## config.mk

```make
export PLATFORM = sky130hd
export DESIGN_NAME = two_side_link_lock_and_queue_status_unit
export DESIGN_NICKNAME = d
export VERILOG_FILES = /design/src/tslq_pkg.sv /design/src/tslq_status_word.sv /design/src/tslq_queue_bank.sv /design/src/two_side_link_lock_and_queue_status_unit.sv
export SDC_FILE = /design/constraint.sdc
export NUM_CORES = 1
export LEC_CHECK = 0
export BUFFER_PORTS_ARGS = -buffer_cell sky130_fd_sc_hd__buf_2
export CAP_MARGIN = 20
export CORE_ASPECT_RATIO = 2
export CORE_MARGIN = 4
export CORE_UTILIZATION = 59
export DETAILED_ROUTE_END_ITERATION = 7
export GPL_TIMING_DRIVEN = 0
export PLACE_DENSITY = 0.83
export SLEW_MARGIN = 20
export SYNTH_ARGS = -nofsm -noshare
export SYNTH_HDL_FRONTEND = slang
export SYNTH_SLANG_ARGS = --single-unit
```

## constraint.sdc

```tcl
create_clock -name clk -period 7 [get_ports clk]
set_input_delay 2.1 -clock clk [delete_from_list [all_inputs] [get_ports clk]]
set_output_delay 2.1 -clock clk [all_outputs]
set_load 0.03 [all_outputs]
```

## src/tslq_pkg.sv

```systemverilog
// shared types, constants and helper functions for the link lock and queue status unit
package tslq_pkg;

    // width of the stored queue counters, counts saturate at its all-ones value
    localparam int COUNT_WIDTH = 32;
    localparam int INPUT_COUNT_WIDTH = 64;
    localparam int REPORT_WIDTH = 32;

    typedef logic [COUNT_WIDTH-1:0] count_t;
    typedef logic [INPUT_COUNT_WIDTH-1:0] in_count_t;
    typedef logic [REPORT_WIDTH-1:0] report_t;

    localparam in_count_t COUNT_MAX_WIDE =
        {INPUT_COUNT_WIDTH{1'b1}} >> (INPUT_COUNT_WIDTH - COUNT_WIDTH);

    // request operations
    typedef enum logic [2:0] {
        KIND_SET_STABLE    = 3'd0,
        KIND_TRY_LOCK      = 3'd1,
        KIND_UNLOCK        = 3'd2,
        KIND_CLEAR_WAITING = 3'd3,
        KIND_UPDATE_QUEUE  = 3'd4,
        KIND_READ_QUEUE    = 3'd5,
        KIND_SET_SIGNAL    = 3'd6
    } kind_t;

    // status word layout: bit index is {group, side}
    localparam int STATUS_WIDTH = 6;
    localparam logic [1:0] GRP_STABLE = 2'd0;
    localparam logic [1:0] GRP_LOCK   = 2'd1;
    localparam logic [1:0] GRP_WAIT   = 2'd2;

    typedef logic [STATUS_WIDTH-1:0] status_t;

    // transaction presented to the status word and queue bank
    typedef struct packed {
        logic       fire;
        logic [2:0] kind;
        logic       side;
    } req_t;

    function automatic count_t sat_count(input in_count_t value);
        count_t result;
        if (value >= COUNT_MAX_WIDE)
            result = '1;
        else
            result = value[COUNT_WIDTH-1:0];
        return result;
    endfunction

    function automatic report_t report_count(input count_t value);
        logic [INPUT_COUNT_WIDTH-1:0] wide;
        wide = INPUT_COUNT_WIDTH'(value);
        return wide[REPORT_WIDTH-1:0];
    endfunction

endpackage

```

## src/tslq_status_word.sv

```systemverilog
// six-bit stable/lock/waiting status word with its atomic update rules
module tslq_status_word
    import tslq_pkg::*;
(
    input  logic clk,
    input  logic rst_n,
    input  req_t req,
    output logic flag
);

    status_t status_reg;
    status_t status_next;

    logic [2:0] self_stable_idx;
    logic [2:0] other_stable_idx;
    logic [2:0] self_lock_idx;
    logic [2:0] self_wait_idx;
    logic       any_lock;
    logic       both_stable;

    assign self_stable_idx  = {GRP_STABLE, req.side};
    assign other_stable_idx = {GRP_STABLE, ~req.side};
    assign self_lock_idx    = {GRP_LOCK, req.side};
    assign self_wait_idx    = {GRP_WAIT, req.side};
    assign any_lock    = status_reg[{GRP_LOCK, 1'b0}] | status_reg[{GRP_LOCK, 1'b1}];
    assign both_stable = status_reg[{GRP_STABLE, 1'b0}] & status_reg[{GRP_STABLE, 1'b1}];

    always_comb
    begin
        status_next = status_reg;
        flag = 1'b0;
        case (req.kind)
            KIND_SET_STABLE:
            begin
                status_next[self_stable_idx] = 1'b1;
            end
            KIND_TRY_LOCK:
            begin
                if (!any_lock && status_reg[self_stable_idx])
                begin
                    if (status_reg[other_stable_idx])
                    begin
                        status_next[self_lock_idx] = 1'b1;
                        flag = 1'b1;
                    end
                    else
                    begin
                        status_next[self_wait_idx] = 1'b1;
                    end
                end
            end
            KIND_UNLOCK:
            begin
                status_next[self_lock_idx] = 1'b0;
            end
            KIND_CLEAR_WAITING:
            begin
                if (both_stable && status_reg[self_wait_idx] && !any_lock)
                begin
                    status_next[self_wait_idx] = 1'b0;
                    flag = 1'b1;
                end
            end
            default:
            begin
            end
        endcase
    end

    always_ff @(posedge clk or negedge rst_n)
    begin
        if (!rst_n)
            status_reg <= '0;
        else if (req.fire)
            status_reg <= status_next;
    end

    // only one side can ever hold the lock
    a_single_owner: assert property (@(posedge clk) disable iff (!rst_n)
        !(status_reg[{GRP_LOCK, 1'b0}] && status_reg[{GRP_LOCK, 1'b1}]))
        else $error("both sides hold the lock");

    // a held lock implies both sides were stable when it was taken
    a_lock_needs_stable: assert property (@(posedge clk) disable iff (!rst_n)
        any_lock |-> both_stable)
        else $error("lock held while a side is unstable");

    // stable bits are never cleared once set
    a_stable_sticky: assert property (@(posedge clk) disable iff (!rst_n)
        !$fell(status_reg[{GRP_STABLE, 1'b0}]) && !$fell(status_reg[{GRP_STABLE, 1'b1}]))
        else $error("stable bit cleared");

endmodule

```

## src/tslq_queue_bank.sv

```systemverilog
// per-side saturating queue counters and signal-on-consume flags
module tslq_queue_bank
    import tslq_pkg::*;
(
    input  logic      clk,
    input  logic      rst_n,
    input  req_t      req,
    input  in_count_t byte_count,
    input  in_count_t parcel_count,
    input  logic      signal_value,
    output logic      flag,
    output report_t   bytes_queued,
    output report_t   parcels_queued
);

    count_t     byte_counts_reg [2];
    count_t     parcel_counts_reg [2];
    logic [1:0] signal_flags_reg;

    count_t byte_sel_next;
    count_t parcel_sel_next;
    logic   signal_sel_next;
    logic   is_update;
    logic   is_signal;

    assign is_update = (req.kind == KIND_UPDATE_QUEUE);
    assign is_signal = (req.kind == KIND_SET_SIGNAL);

    always_comb
    begin
        byte_sel_next   = byte_counts_reg[req.side];
        parcel_sel_next = parcel_counts_reg[req.side];
        signal_sel_next = signal_flags_reg[req.side];
        flag = 1'b0;
        if (is_update)
        begin
            byte_sel_next   = sat_count(byte_count);
            parcel_sel_next = sat_count(parcel_count);
            flag = signal_flags_reg[req.side];
        end
        if (is_signal)
        begin
            signal_sel_next = signal_value;
            flag = signal_flags_reg[req.side];
        end
    end

    // counts of the addressed side after this transaction
    assign bytes_queued   = report_count(byte_sel_next);
    assign parcels_queued = report_count(parcel_sel_next);

    always_ff @(posedge clk or negedge rst_n)
    begin
        if (!rst_n)
        begin
            byte_counts_reg[0]   <= '0;
            byte_counts_reg[1]   <= '0;
            parcel_counts_reg[0] <= '0;
            parcel_counts_reg[1] <= '0;
            signal_flags_reg     <= '0;
        end
        else if (req.fire)
        begin
            byte_counts_reg[req.side]   <= byte_sel_next;
            parcel_counts_reg[req.side] <= parcel_sel_next;
            signal_flags_reg[req.side]  <= signal_sel_next;
        end
    end

    // a transaction from side b never moves the counters of side a
    a_side_a_holds: assert property (@(posedge clk) disable iff (!rst_n)
        (req.fire && req.side) |=> $stable(byte_counts_reg[0])
                                   && $stable(parcel_counts_reg[0]))
        else $error("counter of side a changed by side b");

    // a transaction from side a never moves the counters of side b
    a_side_b_holds: assert property (@(posedge clk) disable iff (!rst_n)
        (req.fire && !req.side) |=> $stable(byte_counts_reg[1])
                                    && $stable(parcel_counts_reg[1]))
        else $error("counter of side b changed by side a");

    // only set signal changes a signal flag
    a_flag_write_kind: assert property (@(posedge clk) disable iff (!rst_n)
        (req.fire && !is_signal) |=> $stable(signal_flags_reg))
        else $error("signal flag changed by another operation");

    // read queue and every other operation leave the counters alone
    a_read_no_write: assert property (@(posedge clk) disable iff (!rst_n)
        !(req.fire && is_update) |=> $stable(byte_counts_reg[0])
                                     && $stable(byte_counts_reg[1]))
        else $error("byte count changed outside update");

endmodule

```

## src/two_side_link_lock_and_queue_status_unit.sv

```systemverilog
// top level of the two-side link lock and queue status unit
//
// shared status word for two parties, side a and side b: stable, lock and
// waiting bits per side, saturating byte and parcel queue counts per side and
// a signal-on-consume flag per side
//
// request channel (req_valid/req_ready) carries one transaction: kind, side,
// byte_count, parcel_count and signal_value; response channel
// (rsp_valid/rsp_ready) returns exactly one transaction per request: flag,
// bytes_queued and parcels_queued of the addressed side after the update
//
// a request accepted into the request register is applied to the state when it
// moves into the response register, where its response turns valid
// throughput: one request per cycle without stalls, set by the read-modify-write
// of the status word and counters between the request and response registers
//
// reset (rst_n low, asynchronous) clears the status word, all counts and
// signal flags and empties both pipeline registers
// when the receiver stalls, the response register holds its transaction, the
// request register fills and then req_ready drops; nothing is lost or repeated
module two_side_link_lock_and_queue_status_unit
    import tslq_pkg::*;
(
    input  logic      clk,
    input  logic      rst_n,
    input  logic      req_valid,
    output logic      req_ready,
    input  logic [2:0] kind,
    input  logic      side,
    input  in_count_t byte_count,
    input  in_count_t parcel_count,
    input  logic      signal_value,
    output logic      rsp_valid,
    input  logic      rsp_ready,
    output logic      flag,
    output report_t   bytes_queued,
    output report_t   parcels_queued
);

    // request register
    logic       req_valid_reg;
    logic [2:0] kind_reg;
    logic       side_reg;
    in_count_t  byte_count_reg;
    in_count_t  parcel_count_reg;
    logic       signal_value_reg;

    // response register
    logic    rsp_valid_reg;
    logic    flag_reg;
    report_t bytes_queued_reg;
    report_t parcels_queued_reg;

    logic    advance;
    req_t    req;
    logic    status_flag;
    logic    queue_flag;
    logic    flag_next;
    report_t bytes_next;
    report_t parcels_next;

    // the request register moves into the response register when that one is
    // empty or is being taken this cycle
    assign advance   = req_valid_reg && (!rsp_valid_reg || rsp_ready);
    assign req_ready = !req_valid_reg || advance;

    assign req.fire = advance;
    assign req.kind = kind_reg;
    assign req.side = side_reg;

    tslq_status_word u_status (
        .clk   (clk),
        .rst_n (rst_n),
        .req   (req),
        .flag  (status_flag)
    );

    tslq_queue_bank u_queue (
        .clk            (clk),
        .rst_n          (rst_n),
        .req            (req),
        .byte_count     (byte_count_reg),
        .parcel_count   (parcel_count_reg),
        .signal_value   (signal_value_reg),
        .flag           (queue_flag),
        .bytes_queued   (bytes_next),
        .parcels_queued (parcels_next)
    );

    // each unit drives its flag only for its own operations, zero otherwise
    assign flag_next = status_flag | queue_flag;

    always_ff @(posedge clk or negedge rst_n)
    begin
        if (!rst_n)
        begin
            req_valid_reg <= 1'b0;
            rsp_valid_reg <= 1'b0;
        end
        else
        begin
            if (req_ready)
                req_valid_reg <= req_valid;
            if (advance)
                rsp_valid_reg <= 1'b1;
            else if (rsp_ready)
                rsp_valid_reg <= 1'b0;
        end
    end

    // payload registers, no reset needed
    always_ff @(posedge clk)
    begin
        if (req_ready && req_valid)
        begin
            kind_reg         <= kind;
            side_reg         <= side;
            byte_count_reg   <= byte_count;
            parcel_count_reg <= parcel_count;
            signal_value_reg <= signal_value;
        end
        if (advance)
        begin
            flag_reg           <= flag_next;
            bytes_queued_reg   <= bytes_next;
            parcels_queued_reg <= parcels_next;
        end
    end

    assign rsp_valid      = rsp_valid_reg;
    assign flag           = flag_reg;
    assign bytes_queued   = bytes_queued_reg;
    assign parcels_queued = parcels_queued_reg;

    // every processed request produces a response in the next cycle
    a_advance_gives_rsp: assert property (@(posedge clk) disable iff (!rst_n)
        advance |=> rsp_valid_reg)
        else $error("processed request produced no response");

    // set stable, unlock and read queue always report a clear flag
    a_plain_kinds_no_flag: assert property (@(posedge clk) disable iff (!rst_n)
        (advance && (kind_reg == KIND_SET_STABLE || kind_reg == KIND_UNLOCK
                     || kind_reg == KIND_READ_QUEUE)) |=> !flag_reg)
        else $error("flag set for an operation that reports none");

    // a stalled response is never overwritten
    a_no_overwrite: assert property (@(posedge clk) disable iff (!rst_n)
        (rsp_valid_reg && !rsp_ready) |-> !advance)
        else $error("response overwritten while stalled");

endmodule

```

### Word-level counts from Yosys, hierarchy flattened

Cells that the tools add are included.

* magnitude comparators: 13
* equal/unequal tests: 7
* mux-type cells: 44
* bitwise gates (word level): 12
* reductions and logical operators: 19

Operators by type and width (number)
* $mux 32: 11
* $bwmux 64: 2
* $ge 64x32->1 const B: 2
* $demux 32 s1: 1
* $pmux 6 s4: 1
* $mux 1: 20
* $mux 6: 3
* $and 6x6->6: 2
* $logic_and 1x1->1: 10
* $lt 1x4->1 const B: 2
* $eq 3x2->1 const B: 2
* $eq 3x3->1 const B: 2
* $not 4->6: 1
* $not 6->6: 1
* $or 6x2->6: 1
* $or 6x4->6: 1
* $or 6x6->6: 1
* $demux 1 s1: 4
* $lt 2x4->1 const B: 1
* $lt 3x4->1 const B: 1
* $ne 2x1->1 const B: 2
* $reduce_and 4->1: 1
* $reduce_bool 4->1: 1
* $eq 3x1->1 const B: 1
* 16 further kinds: 21

* bits in registers: 336
* output and inout port bits: 67
* logic and storage cells: 111

### Logic depth before layout (Yosys ltp)

Gate-level depths: netlist of run 1.

* word-level depth: 8
* mapped depth: 8
* depth with buffers taken out: 4

### Modules after synthesis

From an unflattened synthesis of run 1, not the netlist that was laid out.

* cells, all modules: 906
* area total of the unflattened synthesis: 13070.0 um^2

By module, submodules not included
* tslq_queue_bank: instances 1, cells each 666, area each 6668.9 um^2, sequential area each 3253.1 um^2
* two_side_link_lock_and_queue_status_unit: instances 1, cells each 207, area each 6055.8 um^2, sequential area each 5995.8 um^2
* tslq_status_word: instances 1, cells each 33, area each 345.3 um^2, sequential area each 150.1 um^2

### Least setup slack after synthesis of run 1

OpenSTA, ideal clock, no wires.

* path kind: input to register
* start: input rsp_ready
* end: register byte_count_reg[0], enable pin
* arrival time: 5.528 ns
* data required time: 6.493 ns
* setup slack: 0.965 ns
* cell stages on the path: 3
* path buffers: 0
* cells stage by stage: nor2b_1 -> nand2_1 -> and2_1

* longest elaborated chain between the ends: 4

RTL lines
* start, declared: RTL line two_side_link_lock_and_queue_status_unit.sv:34 `input logic rsp_ready,`
* $logic_or 1x1->1: RTL line two_side_link_lock_and_queue_status_unit.sv:64 `assign advance = req_valid_reg && (!rsp_valid_reg || rsp_ready);`
* $logic_and 1x1->1: RTL line two_side_link_lock_and_queue_status_unit.sv:64
* $logic_or 1x1->1: RTL line two_side_link_lock_and_queue_status_unit.sv:65 `assign req_ready = !req_valid_reg || advance;`
* named net req_ready: RTL line two_side_link_lock_and_queue_status_unit.sv:27 `output logic req_ready,`
* $logic_and 1x1->1: RTL line two_side_link_lock_and_queue_status_unit.sv:114 `if (req_ready && req_valid)`
* end signal, assigned: RTL line two_side_link_lock_and_queue_status_unit.sv:118 `byte_count_reg <= byte_count;`
* end, declared: RTL line two_side_link_lock_and_queue_status_unit.sv:44 `in_count_t byte_count_reg;`

The timed path passes the listed nets, and every way through them passes these cells.
A chain may end at the register's enable or synchronous reset.

### Worst setup path in the final report of run 1

* start: input rsp_ready
* end: output req_ready

* longest elaborated chain between the ends: 3

RTL lines (RTL line)
* $logic_or 1x1->1: two_side_link_lock_and_queue_status_unit.sv:64
* $logic_and 1x1->1: two_side_link_lock_and_queue_status_unit.sv:64
* $logic_or 1x1->1: two_side_link_lock_and_queue_status_unit.sv:65
* end, declared: two_side_link_lock_and_queue_status_unit.sv:27

Every way passes these cells.

==> out/metrics.cfg, run 1 <==
[outcome]
status=completed

[sta]
fin_crit_ns=4.96
fin_crit_sh_pct=70.9
hold_viol=0
fin_skew_ns=0.00978
setup_viol_count_final=0
setup_tns_ns=0
max_freq_mhz=201
slew_headroom_pct=39.9
timing.final.max_slew_violations=0
tightestPinTransition_ns=0.898
rsz0062_at_grt=false

[setup_path]
required_ns=4.90
path_class=in2out
cp-start-kind=input port
cp_max_fo=3
rrSetupSlack_ns=4.29
crit_path_end_kind=output pin
worstPathArrival_ns=2.86

[final_layout]
nets=1112
n_antenna_cell=0
drive_above_1_share_pct=27.0
areaGrowthSynthToFinish_pct=19.5
post-route-cell-area_mm2=0.0152
mostFrequentLayoutCells=buf_2 (207), edfxtp_1 (198), dfrtp_1 (138)
final_common_cell=buf_2
nFillCells=1369

[floorplan]
start_util_pct=60.1
dieArea_mm2=0.0240
die_y_um=215
core_mm2=0.0211
io_pins=204
fp-row-count=75
fp.dieW_um=112

[synth]
synth_top_area_share_pct=46.9
ys_seq_elements=336
yosysSeqAreaShare_pct=74.1
netlist_top_cells_area=edfxtp_1 (47%), dfrtp_1 (27%), o32a_1 (10%)
synth.distinct_cells=38
avgSynthCellArea_um2=17.2
synth.net_count=874
yosysTopAreaCell=edfxtp_1
yosys_warnings=0
synthCells=737
syn_area_mm2=0.0127

[power_and_ir_drop]
p_leak_nw=5.80
power_density_mw_per_mm2=326
peakVddDrop_v=0.000243

[detailed_routing]
wl_per_cell_um=23.0
drt-pass1-iter-count=5
drc=0
wirelength_um=29100
num_vias=8018
drtIter0Drc=553
vias_per_cell=6.33
drtAntennaViolNets=0

[cts]
root_buffer=clkbuf_16
cts_buffer_depth=3
cts_buffers=28
worst_skew_pair.late_latency_ns=0.55
cts_tree=built
postCtsSetupRepairBufs=0
htree_num_levels=1
ctsHoldBuffers=0
clock-sinks=336
cts.repair.resized=0
clk_pin_slew_ns=0.06

[grt]
grt_pass1_wl_um=46000
antenna_found_initial=2
overflow=0
grt_max_degree=75
grtUsageTotal_pct=24.1
grt_pass1_vias=8581

[min_path]
hp-class=reg2reg

[placed_design]
hpwl_um=20400
portBuffers=203
dpl_cell_area_mm2=0.0142
place.gp.congestion=0.843

[job]
maxCapViolCount=0

worst paths after layout:
path                                                from                       endpoint  depth (start not counted)
min reg2reg                u_queue.parcel_counts_reg[57]  u_queue.parcel_counts_reg[57]                          1
min                        u_queue.parcel_counts_reg[57]  u_queue.parcel_counts_reg[57]                          1
max                                            rsp_ready                      req_ready                          4
min in group asynchronous                          rst_n    u_queue.byte_counts_reg[18]                          1
max in group asynchronous                          rst_n  u_queue.parcel_counts_reg[19]                          2
max reg2reg                                  kind_reg[0]             parcels_queued[17]                          8
layout make-up:
type / count / area, µm² / share of cell area (%)
Tap cell: 269 / 337 / 2.22
Clock buffer: 35 / 778 / 5.14
Clock inverter: 17 / 186 / 1.23
Multi-Input combinational cell: 332 / 3010 / 19.8
Timing Repair Buffer: 208 / 1160 / 7.63
Sequential cell: 336 / 9400 / 62.0
Inverter: 4 / 15.0 / 0.0991
Buffer: 65 / 273 / 1.80
power by group:
part	internal, mW	leakage (nW)	total [mW]	switching (mW)
logic	0.307	1.99	0.692	0.385
clock network	0.935	0.468	1.63	0.690
registers	2.45	3.34	2.62	0.164
metal layers:
metal / wire [µm] / GRT usage [%] / share of wire [%] / vias to the layer above
li1: - / - / - / 3536
met1: 9790 / 26.5 / 34 / 4056
met4: 968 / 8.77 / 3.3 / 4
met3: 1890 / 4.70 / 6.5 / 72
met5: 26 / 0 / 0.089 / -
met2: 16400 / 45.2 / 56 / 350
stage by stage:
step                      utilization [%]  power, mW  worst slack [ns]  instances  hold WS (ns)
after CTS                            71.8       4.96              2.04       1266         0.501
final                                71.8       4.94              2.04       1266         0.500
after floorplan                         -       3.09             0.965        737         0.449
after global placement               66.5       3.29            -0.118       1209         0.462
after global routing                 71.8       5.13              1.99       1266         0.506
after detailed placement             67.2       3.34              2.04       1214         0.486
worst max-delay path, stage by stage:
cell and delay [ns]:
buf_2 0.11, nor2b_1 0.29, nand2_1 0.15, buf_2 0.20
cell usage after synthesis, drive strengths merged:
library cell and instances:
dfrtp 138, nand3b 2, nor3 3, inv 4
o21ai 3, or3b 3, or4 4, nand2 8
or4b 1, nand4 2, o41ai 2, o31ai 1
and4 2, mux2i 67, nand3 2, o2111a 2
a2bb2oi 64, nor4 12, edfxtp 198, a2111oi 1
nor3b 2, nor2b 1, a21oi 4, and2 2
o22a 2, a31oi 4, o32a 128, nand2b 3
a21o 1, buf 15, nor2 5, clkbuf 50
o211ai 1
logic make-up after synthesis:
logic type | share of synthesized area [%]
flops | 74.1
compound gates | 15.7
buf+inv | 2.27
mux | 5.29
simple gates | 2.64
(Power assumes the default switching activity.)
==> run 2: changes to the inputs <==
- CORE_UTILIZATION: 59 -> 51
- PLACE_DENSITY: 0.83 -> 0.76
- clock period: 7 -> 4.24 ns (I/O delays scaled with it)
==> run 2 against run 1 <==
- core utilization fell by 8.7 points
- design area rose by 2.1%
- sequential cell count did not move
- die area rose by 15%
- clock power rose by 96%
- worst hold slack got worse by 0.0017 ns
- non-clock buffer count did not move
- setup slack got worse by 1.1 ns
- combinational power rose by 63%
- register-to-register slack got worse by 2.8 ns
- global-route usage fell by 2.8 points
- largest cell class unchanged
- largest power group unchanged
==> out/metrics.cfg, run 2 (synthesis gave the netlist of run 1 again) <==
[placed_design]
place.gp.congestion=0.842  ; about the same
portBuffers=203  ; unchanged
dpl_cell_area_mm2=0.0143  ; +0.56%
hpwl_um=20300  ; -0.26%

[sta]
rsz0062_at_grt=false
fin_skew_ns=0.0122  ; +0.00246 ns
slew_headroom_pct=38.8  ; -1.2 points
max_freq_mhz=303
fin_crit_ns=3.30
fin_crit_sh_pct=77.8
timing.final.max_slew_violations=0  ; unchanged
setup_viol_count_final=0  ; unchanged
hold_viol=0  ; unchanged
tightestPinTransition_ns=0.915  ; +0.0177 ns

[final_layout]
nFillCells=1825  ; +33%
post-route-cell-area_mm2=0.0155  ; +2.1%
mostFrequentLayoutCells=buf_2 (207), edfxtp_1 (198), dfrtp_1 (138)
final_common_cell=buf_2
areaGrowthSynthToFinish_pct=22.0
drive_above_1_share_pct=27.8  ; +0.79 points
nets=1114  ; +0.18%

[power_and_ir_drop]
total_power_mw=8.64  ; +75%
power_density_mw_per_mm2=558  ; +71%
swShare_pct=24.1  ; -0.99 points
p_leak_nw=5.90  ; +1.8%
power_frac_comb_pct=13.1  ; -0.9 points
p_sw_mw=2.08  ; +68%
seqPwrFrac_pct=49.9  ; -3.1 points
peakVddDrop_v=0.000396  ; +63%
clkPwrFrac_pct=37.0  ; +4.1 points
p_int_mw=6.56  ; +77%

[grt]
grt_pass1_vias=8534  ; -0.55%
grtUsageTotal_pct=21.3  ; -2.8 points
antenna_found_initial=5  ; +3
overflow=0  ; unchanged
grt_max_degree=87  ; +16%
grt_pass1_wl_um=46200  ; +0.43%

[min_path]
hp-class=reg2reg

[setup_path]
slowest_stage=nor2b_1
cp_max_fo=3  ; unchanged
required_ns=2.97  ; -1.93 ns
crit_family=simple AND/OR/NAND/NOR gates
path_common_cell=buf_2
cp_num_buf_inv=2  ; unchanged
worstPathArrival_ns=2.03  ; -0.83 ns
cp-start-kind=input port
cp_cell_sequence=buf_2 > nor2b_1 > nand2_1 > buf_2
path_class=in2out
max_stage_delay_ns=0.28  ; about the same
rrSetupSlack_ns=1.54  ; -2.75 ns
crit_path_end_kind=output pin

[floorplan]
io_pins=204  ; unchanged
die_y_um=231  ; +7.3%
dieArea_mm2=0.0276  ; +15%
start_util_pct=51.7  ; -8.4 points
fp-row-count=81  ; +8.0%
fp.dieW_um=120  ; +7.0%
core_mm2=0.0245  ; +16%

[detailed_routing]
drc=0  ; unchanged
vias_per_cell=5.94  ; -6.2%
dr_wl_met3_um=1670  ; -12%
highest_layer=met5
drtAntennaViolNets=0  ; unchanged
wl_per_cell_um=21.9  ; -4.5%
wirelength_um=29300  ; +0.73%
met2WireLength_um=16200  ; -0.96%
drt-pass1-iter-count=5  ; unchanged
wl_met1_um=10300  ; +5.6%
drtIter0Drc=539  ; -2.5%
num_vias=7930  ; -1.1%

[cts]
root_buffer=clkbuf_16
ctsHoldBuffers=0  ; unchanged
clk_pin_slew_ns=0.06  ; about the same
worst_skew_pair.late_latency_ns=0.56  ; about the same
clock-sinks=336  ; unchanged
cts_buffer_depth=3  ; unchanged
cts_buffers=30  ; +7.1%
cts.repair.resized=0  ; unchanged
cts_tree=built
postCtsSetupRepairBufs=0  ; unchanged
htree_num_levels=1  ; unchanged

[job]
maxCapViolCount=0  ; unchanged

[outcome]
status=completed

## run 2: cell count changes in the layout (fill, tap and decap cells not counted), sizes merged
cell / delta
bufinv: +5
clkbuf: +2
clkinv: -5
clkinvlp: +2
diode: +2
## run 2: power groups by stage
| stage | registers (mW) | clock network (mW) | logic (mW) |
|---|---|---|---|
| floorplan | 4.50 | 0 | 0.593 |
| global placement | 4.35 | 0 | 1.08 |
| detailed placement | 4.37 | 0 | 1.14 |
| CTS | 4.30 | 3.26 | 1.15 |
| global route | 4.36 | 3.41 | 1.24 |
| finish | 4.31 | 3.20 | 1.13 |
## run 2: layout make-up
class                   instances  area [µm²]  share of cell area [%]
diodes                          2        5.00                  0.0323
plain buffers                  65         273                    1.76
clock buffers                  37         861                    5.56
clock inverters                19         343                    2.22
inverters                       4        15.0                  0.0970
multi-input cells             332        3010                    19.4
flip-flops and latches        336        9400                    60.7
well taps                     332         415                    2.68
repair buffers                208        1160                    7.47
## run 2: final timing paths
| path | from | end | cells past startpoint |
|---|---|---|---|
| min in group asynchronous | rst_n | u_queue.byte_counts_reg[20] | 1 |
| min | u_queue.byte_counts_reg[41] | u_queue.byte_counts_reg[41] | 1 |
| max in group asynchronous | rst_n | u_queue.parcel_counts_reg[50] | 2 |
| max reg2reg | kind_reg[0] | u_queue.byte_counts_reg[30] | 6 |
| min reg2reg | u_queue.byte_counts_reg[41] | u_queue.byte_counts_reg[41] | 1 |
| max | rsp_ready | req_ready | 4 |
## run 2: stage by stage
| step | worst slack, ns | instances | hold WS (ns) | utilization (%) | setup TNS (ns) |
|---|---|---|---|---|---|
| detailed placement | 0.743 | 1277 | 0.485 | 58.2 | 0 |
| CTS | 0.946 | 1333 | 0.501 | 63.1 | 0 |
| floorplan | 0.488 | 737 | 0.449 | - | 0 |
| global route | 0.881 | 1334 | 0.510 | 63.1 | 0 |
| global placement | -0.308 | 1272 | 0.463 | 57.6 | -32.19 |
| finish | 0.942 | 1335 | 0.498 | 63.1 | 0 |
## run 2: layer usage
layer | vias to the layer above | global-route usage [%]
li1 | 3556 | -
met2 | 285 | 39.8
met5 | - | 0
met3 | 66 | 4.30
met1 | 4017 | 23.3
met4 | 6 | 8.50
==> run 3: changes to the inputs <==
- ABC_AREA: unset -> 1
- CORE_UTILIZATION: 51 -> 57
- PLACE_DENSITY: 0.76 -> 0.8
- clock period: 4.24 -> 3.19 ns (I/O delays scaled with it)
==> run 3 against run 2 <==
- count of clock-buffer cells in the layout fell by 4
- clock power increased by 14%
- worst hold slack worse by 0.19 ns
- routed wire length is 15% higher
- final cell count up 54%
- global-route usage up 2.9 points
- largest cell class unchanged
- largest power group unchanged
==> out/metrics.cfg, run 3 <==
[outcome]
status=completed

[synth]
yosys_warnings=0  ; unchanged
synth.most_common_cell=nand2_1
avgSynthCellArea_um2=9.68  ; -44%
synth_top_area_share_pct=42.1  ; -4.7 points
yosys-top-cells-count=nand2_1 (550), nand3_1 (261), edfxtp_1 (198)
ys_seq_elements=336  ; unchanged
synth.net_count=1594  ; +82%
synth.distinct_cells=22  ; -42%
syn_area_mm2=0.0141  ; +11%
netlist_top_cells_area=edfxtp_1 (42%), dfrtp_1 (24%), nand2_1 (15%)
synthCells=1457  ; +98%
yosysTopAreaCell=edfxtp_1
yosysSeqAreaShare_pct=66.6  ; -7.5 points
synth_enable_flop_cells=198  ; unchanged
ys.flop_type=edfxtp_1
synthArstFlopShare_pct=41.1  ; unchanged

[floorplan]
io_pins=204  ; unchanged
core_mm2=0.0244  ; -0.41%
die_y_um=231  ; -0.22%
fp-row-count=81  ; unchanged
dieArea_mm2=0.0275  ; -0.43%
start_util_pct=57.8  ; +6.1 points
fp.dieW_um=119  ; -0.21%

[detailed_routing]
wl_per_cell_um=16.4  ; -25%
num_vias=11100  ; +39%
drtIter0Drc=981  ; +82%
drtAntennaViolNets=0  ; unchanged
drc=0  ; unchanged
vias_per_cell=5.39  ; -9.3%
wirelength_um=33700  ; +15%
drt-pass1-iter-count=6  ; +1

[sta]
rsz0062_at_grt=false
hold_viol=0  ; unchanged
timing.final.max_slew_violations=0  ; unchanged
tightestPinTransition_ns=0.740  ; -0.175 ns
setup_viol_count_final=0  ; unchanged
slew_headroom_pct=50.6  ; +12 points
fin_crit_ns=2.43
fin_skew_ns=0.0164  ; +0.00417 ns
fin_crit_sh_pct=76.2
max_freq_mhz=411

[grt]
grt_pass1_vias=11300  ; +32%
overflow=0  ; unchanged
grt_pass1_wl_um=53400  ; +16%
antenna_found_initial=0  ; -5
grtUsageTotal_pct=24.2  ; +2.9 points
grt_max_degree=82  ; -5.7%

[cts]
postCtsSetupRepairBufs=0  ; unchanged
worst_skew_pair.late_latency_ns=0.57  ; about the same
htree_num_levels=1  ; unchanged
root_buffer=clkbuf_16
ctsHoldBuffers=0  ; unchanged
cts.repair.resized=0  ; unchanged
cts_tree=built
clk_pin_slew_ns=0.07  ; about the same
cts_buffers=29  ; -3.3%
clock-sinks=336  ; unchanged
cts_buffer_depth=3  ; unchanged

[final_layout]
areaGrowthSynthToFinish_pct=18.7
nFillCells=1880  ; +3.0%
drive_above_1_share_pct=18.5  ; -9.3 points
n_antenna_cell=0  ; -2
post-route-cell-area_mm2=0.0167  ; +8.2%
mostFrequentLayoutCells=nand2_1 (549), nand3_1 (260), buf_2 (240)
nets=1835  ; +65%
final_common_cell=nand2_1

[setup_path]
crit_path_end_kind=output pin
cp-start-kind=input port
path_common_cell=buf_2
worstPathArrival_ns=1.47  ; -0.56 ns
cp_max_fo=3  ; unchanged
cp_cell_sequence=buf_2 > inv_16 > nand3_4 > buf_2
required_ns=2.23  ; -0.74 ns
slowest_stage=buf_2
path_class=in2out
max_stage_delay_ns=0.20  ; -0.08 ns

[placed_design]
hpwl_um=24000  ; +18%
portBuffers=203  ; unchanged
dpl_cell_area_mm2=0.0158  ; +11%
place.gp.congestion=0.887  ; +5.3%

[power_and_ir_drop]
power_density_mw_per_mm2=761  ; +36%
total_power_mw=12.7  ; +48%
p_leak_nw=7.97  ; +35%
peakVddDrop_v=0.000474  ; +20%

[job]
maxCapViolCount=0  ; unchanged

[min_path]
hp-class=in2async

## run 3: cell count changes after synthesis, sizes merged, moves of 29 or more
cell / before / now
inv: 4 / 82
nand2: 8 / 550
mux2i: 67 / 0
clkbuf: 50 / 21
buf: 15 / 48
nand3: 2 / 261
a2bb2oi: 64 / 0
o32a: 128 / 0
nor2: 5 / 137
## run 3: area by class of cell
cell class	instances	area (µm²)	area share, %
flip-flops and latches	336	9400	56.1
multi-input cells	970	4090	24.4
repair buffers	210	1200	7.14
clock buffers	33	751	4.48
well taps	332	415	2.48
plain buffers	69	345	2.06
inverters	82	328	1.96
clock inverters	21	229	1.37
## run 3: path summary, 6_finish.rpt
path                                                   from  cells after the start                          end  slack (ns)
worst max-delay path                              rsp_ready                      4                    req_ready        0.76
worst min-delay path                                  rst_n                      1   u_queue.byte_counts_reg[8]        0.31
worst max register to register                    rsp_valid                      8  u_queue.byte_counts_reg[32]        0.91
worst min register to register  u_queue.byte_counts_reg[31]                      2  u_queue.byte_counts_reg[31]        0.48
max in group asynchronous                             rst_n                      2                req_valid_reg        2.09
min in group clk                u_queue.byte_counts_reg[31]                      2  u_queue.byte_counts_reg[31]        0.48
## run 3: kinds of logic after synthesis
group | synth area share (%)
buf+inv | 4.63
flops | 66.6
simple gates | 27.9
compound gates | 0.833
mux | 0.0798
## run 3: critical path: cells and delay by family
family	cells	cell delay, ns
buffers and inverters	3	0.43
AND/OR/NAND/NOR	1	0.07
## run 3: per-layer routing
metal  up-vias  GRT usage (%)  wire length (µm)
met5         -              0                 0
met4         0           14.7              1930
met3       116           3.97              1880
met2       450           44.9             18200
met1      5246           25.0             11700
li1       5245              -                 -
## run 3: report_power, final
| group | total, mW | switching (mW) | internal, mW |
|---|---|---|---|
| clock network | 3.65 | 1.56 | 2.09 |
| logic | 2.77 | 1.83 | 0.945 |
| registers | 6.33 | 0.522 | 5.81 |
| total | 12.7 | 3.91 | 8.84 |
## run 3: through the flow
step                util, %  cells  worst slack [ns]  hold WS [ns]  TNS [ns]
detailed placement     64.6   1999             0.164         0.465         0
finish                 68.6   2053             0.758         0.309         0
global placement       63.8   1992             -1.24         0.462   -404.35
global route           68.6   2053             0.654         0.333         0
floorplan                 -   1457            -0.418         0.449    -55.64
CTS                    68.6   2053             0.744         0.323         0
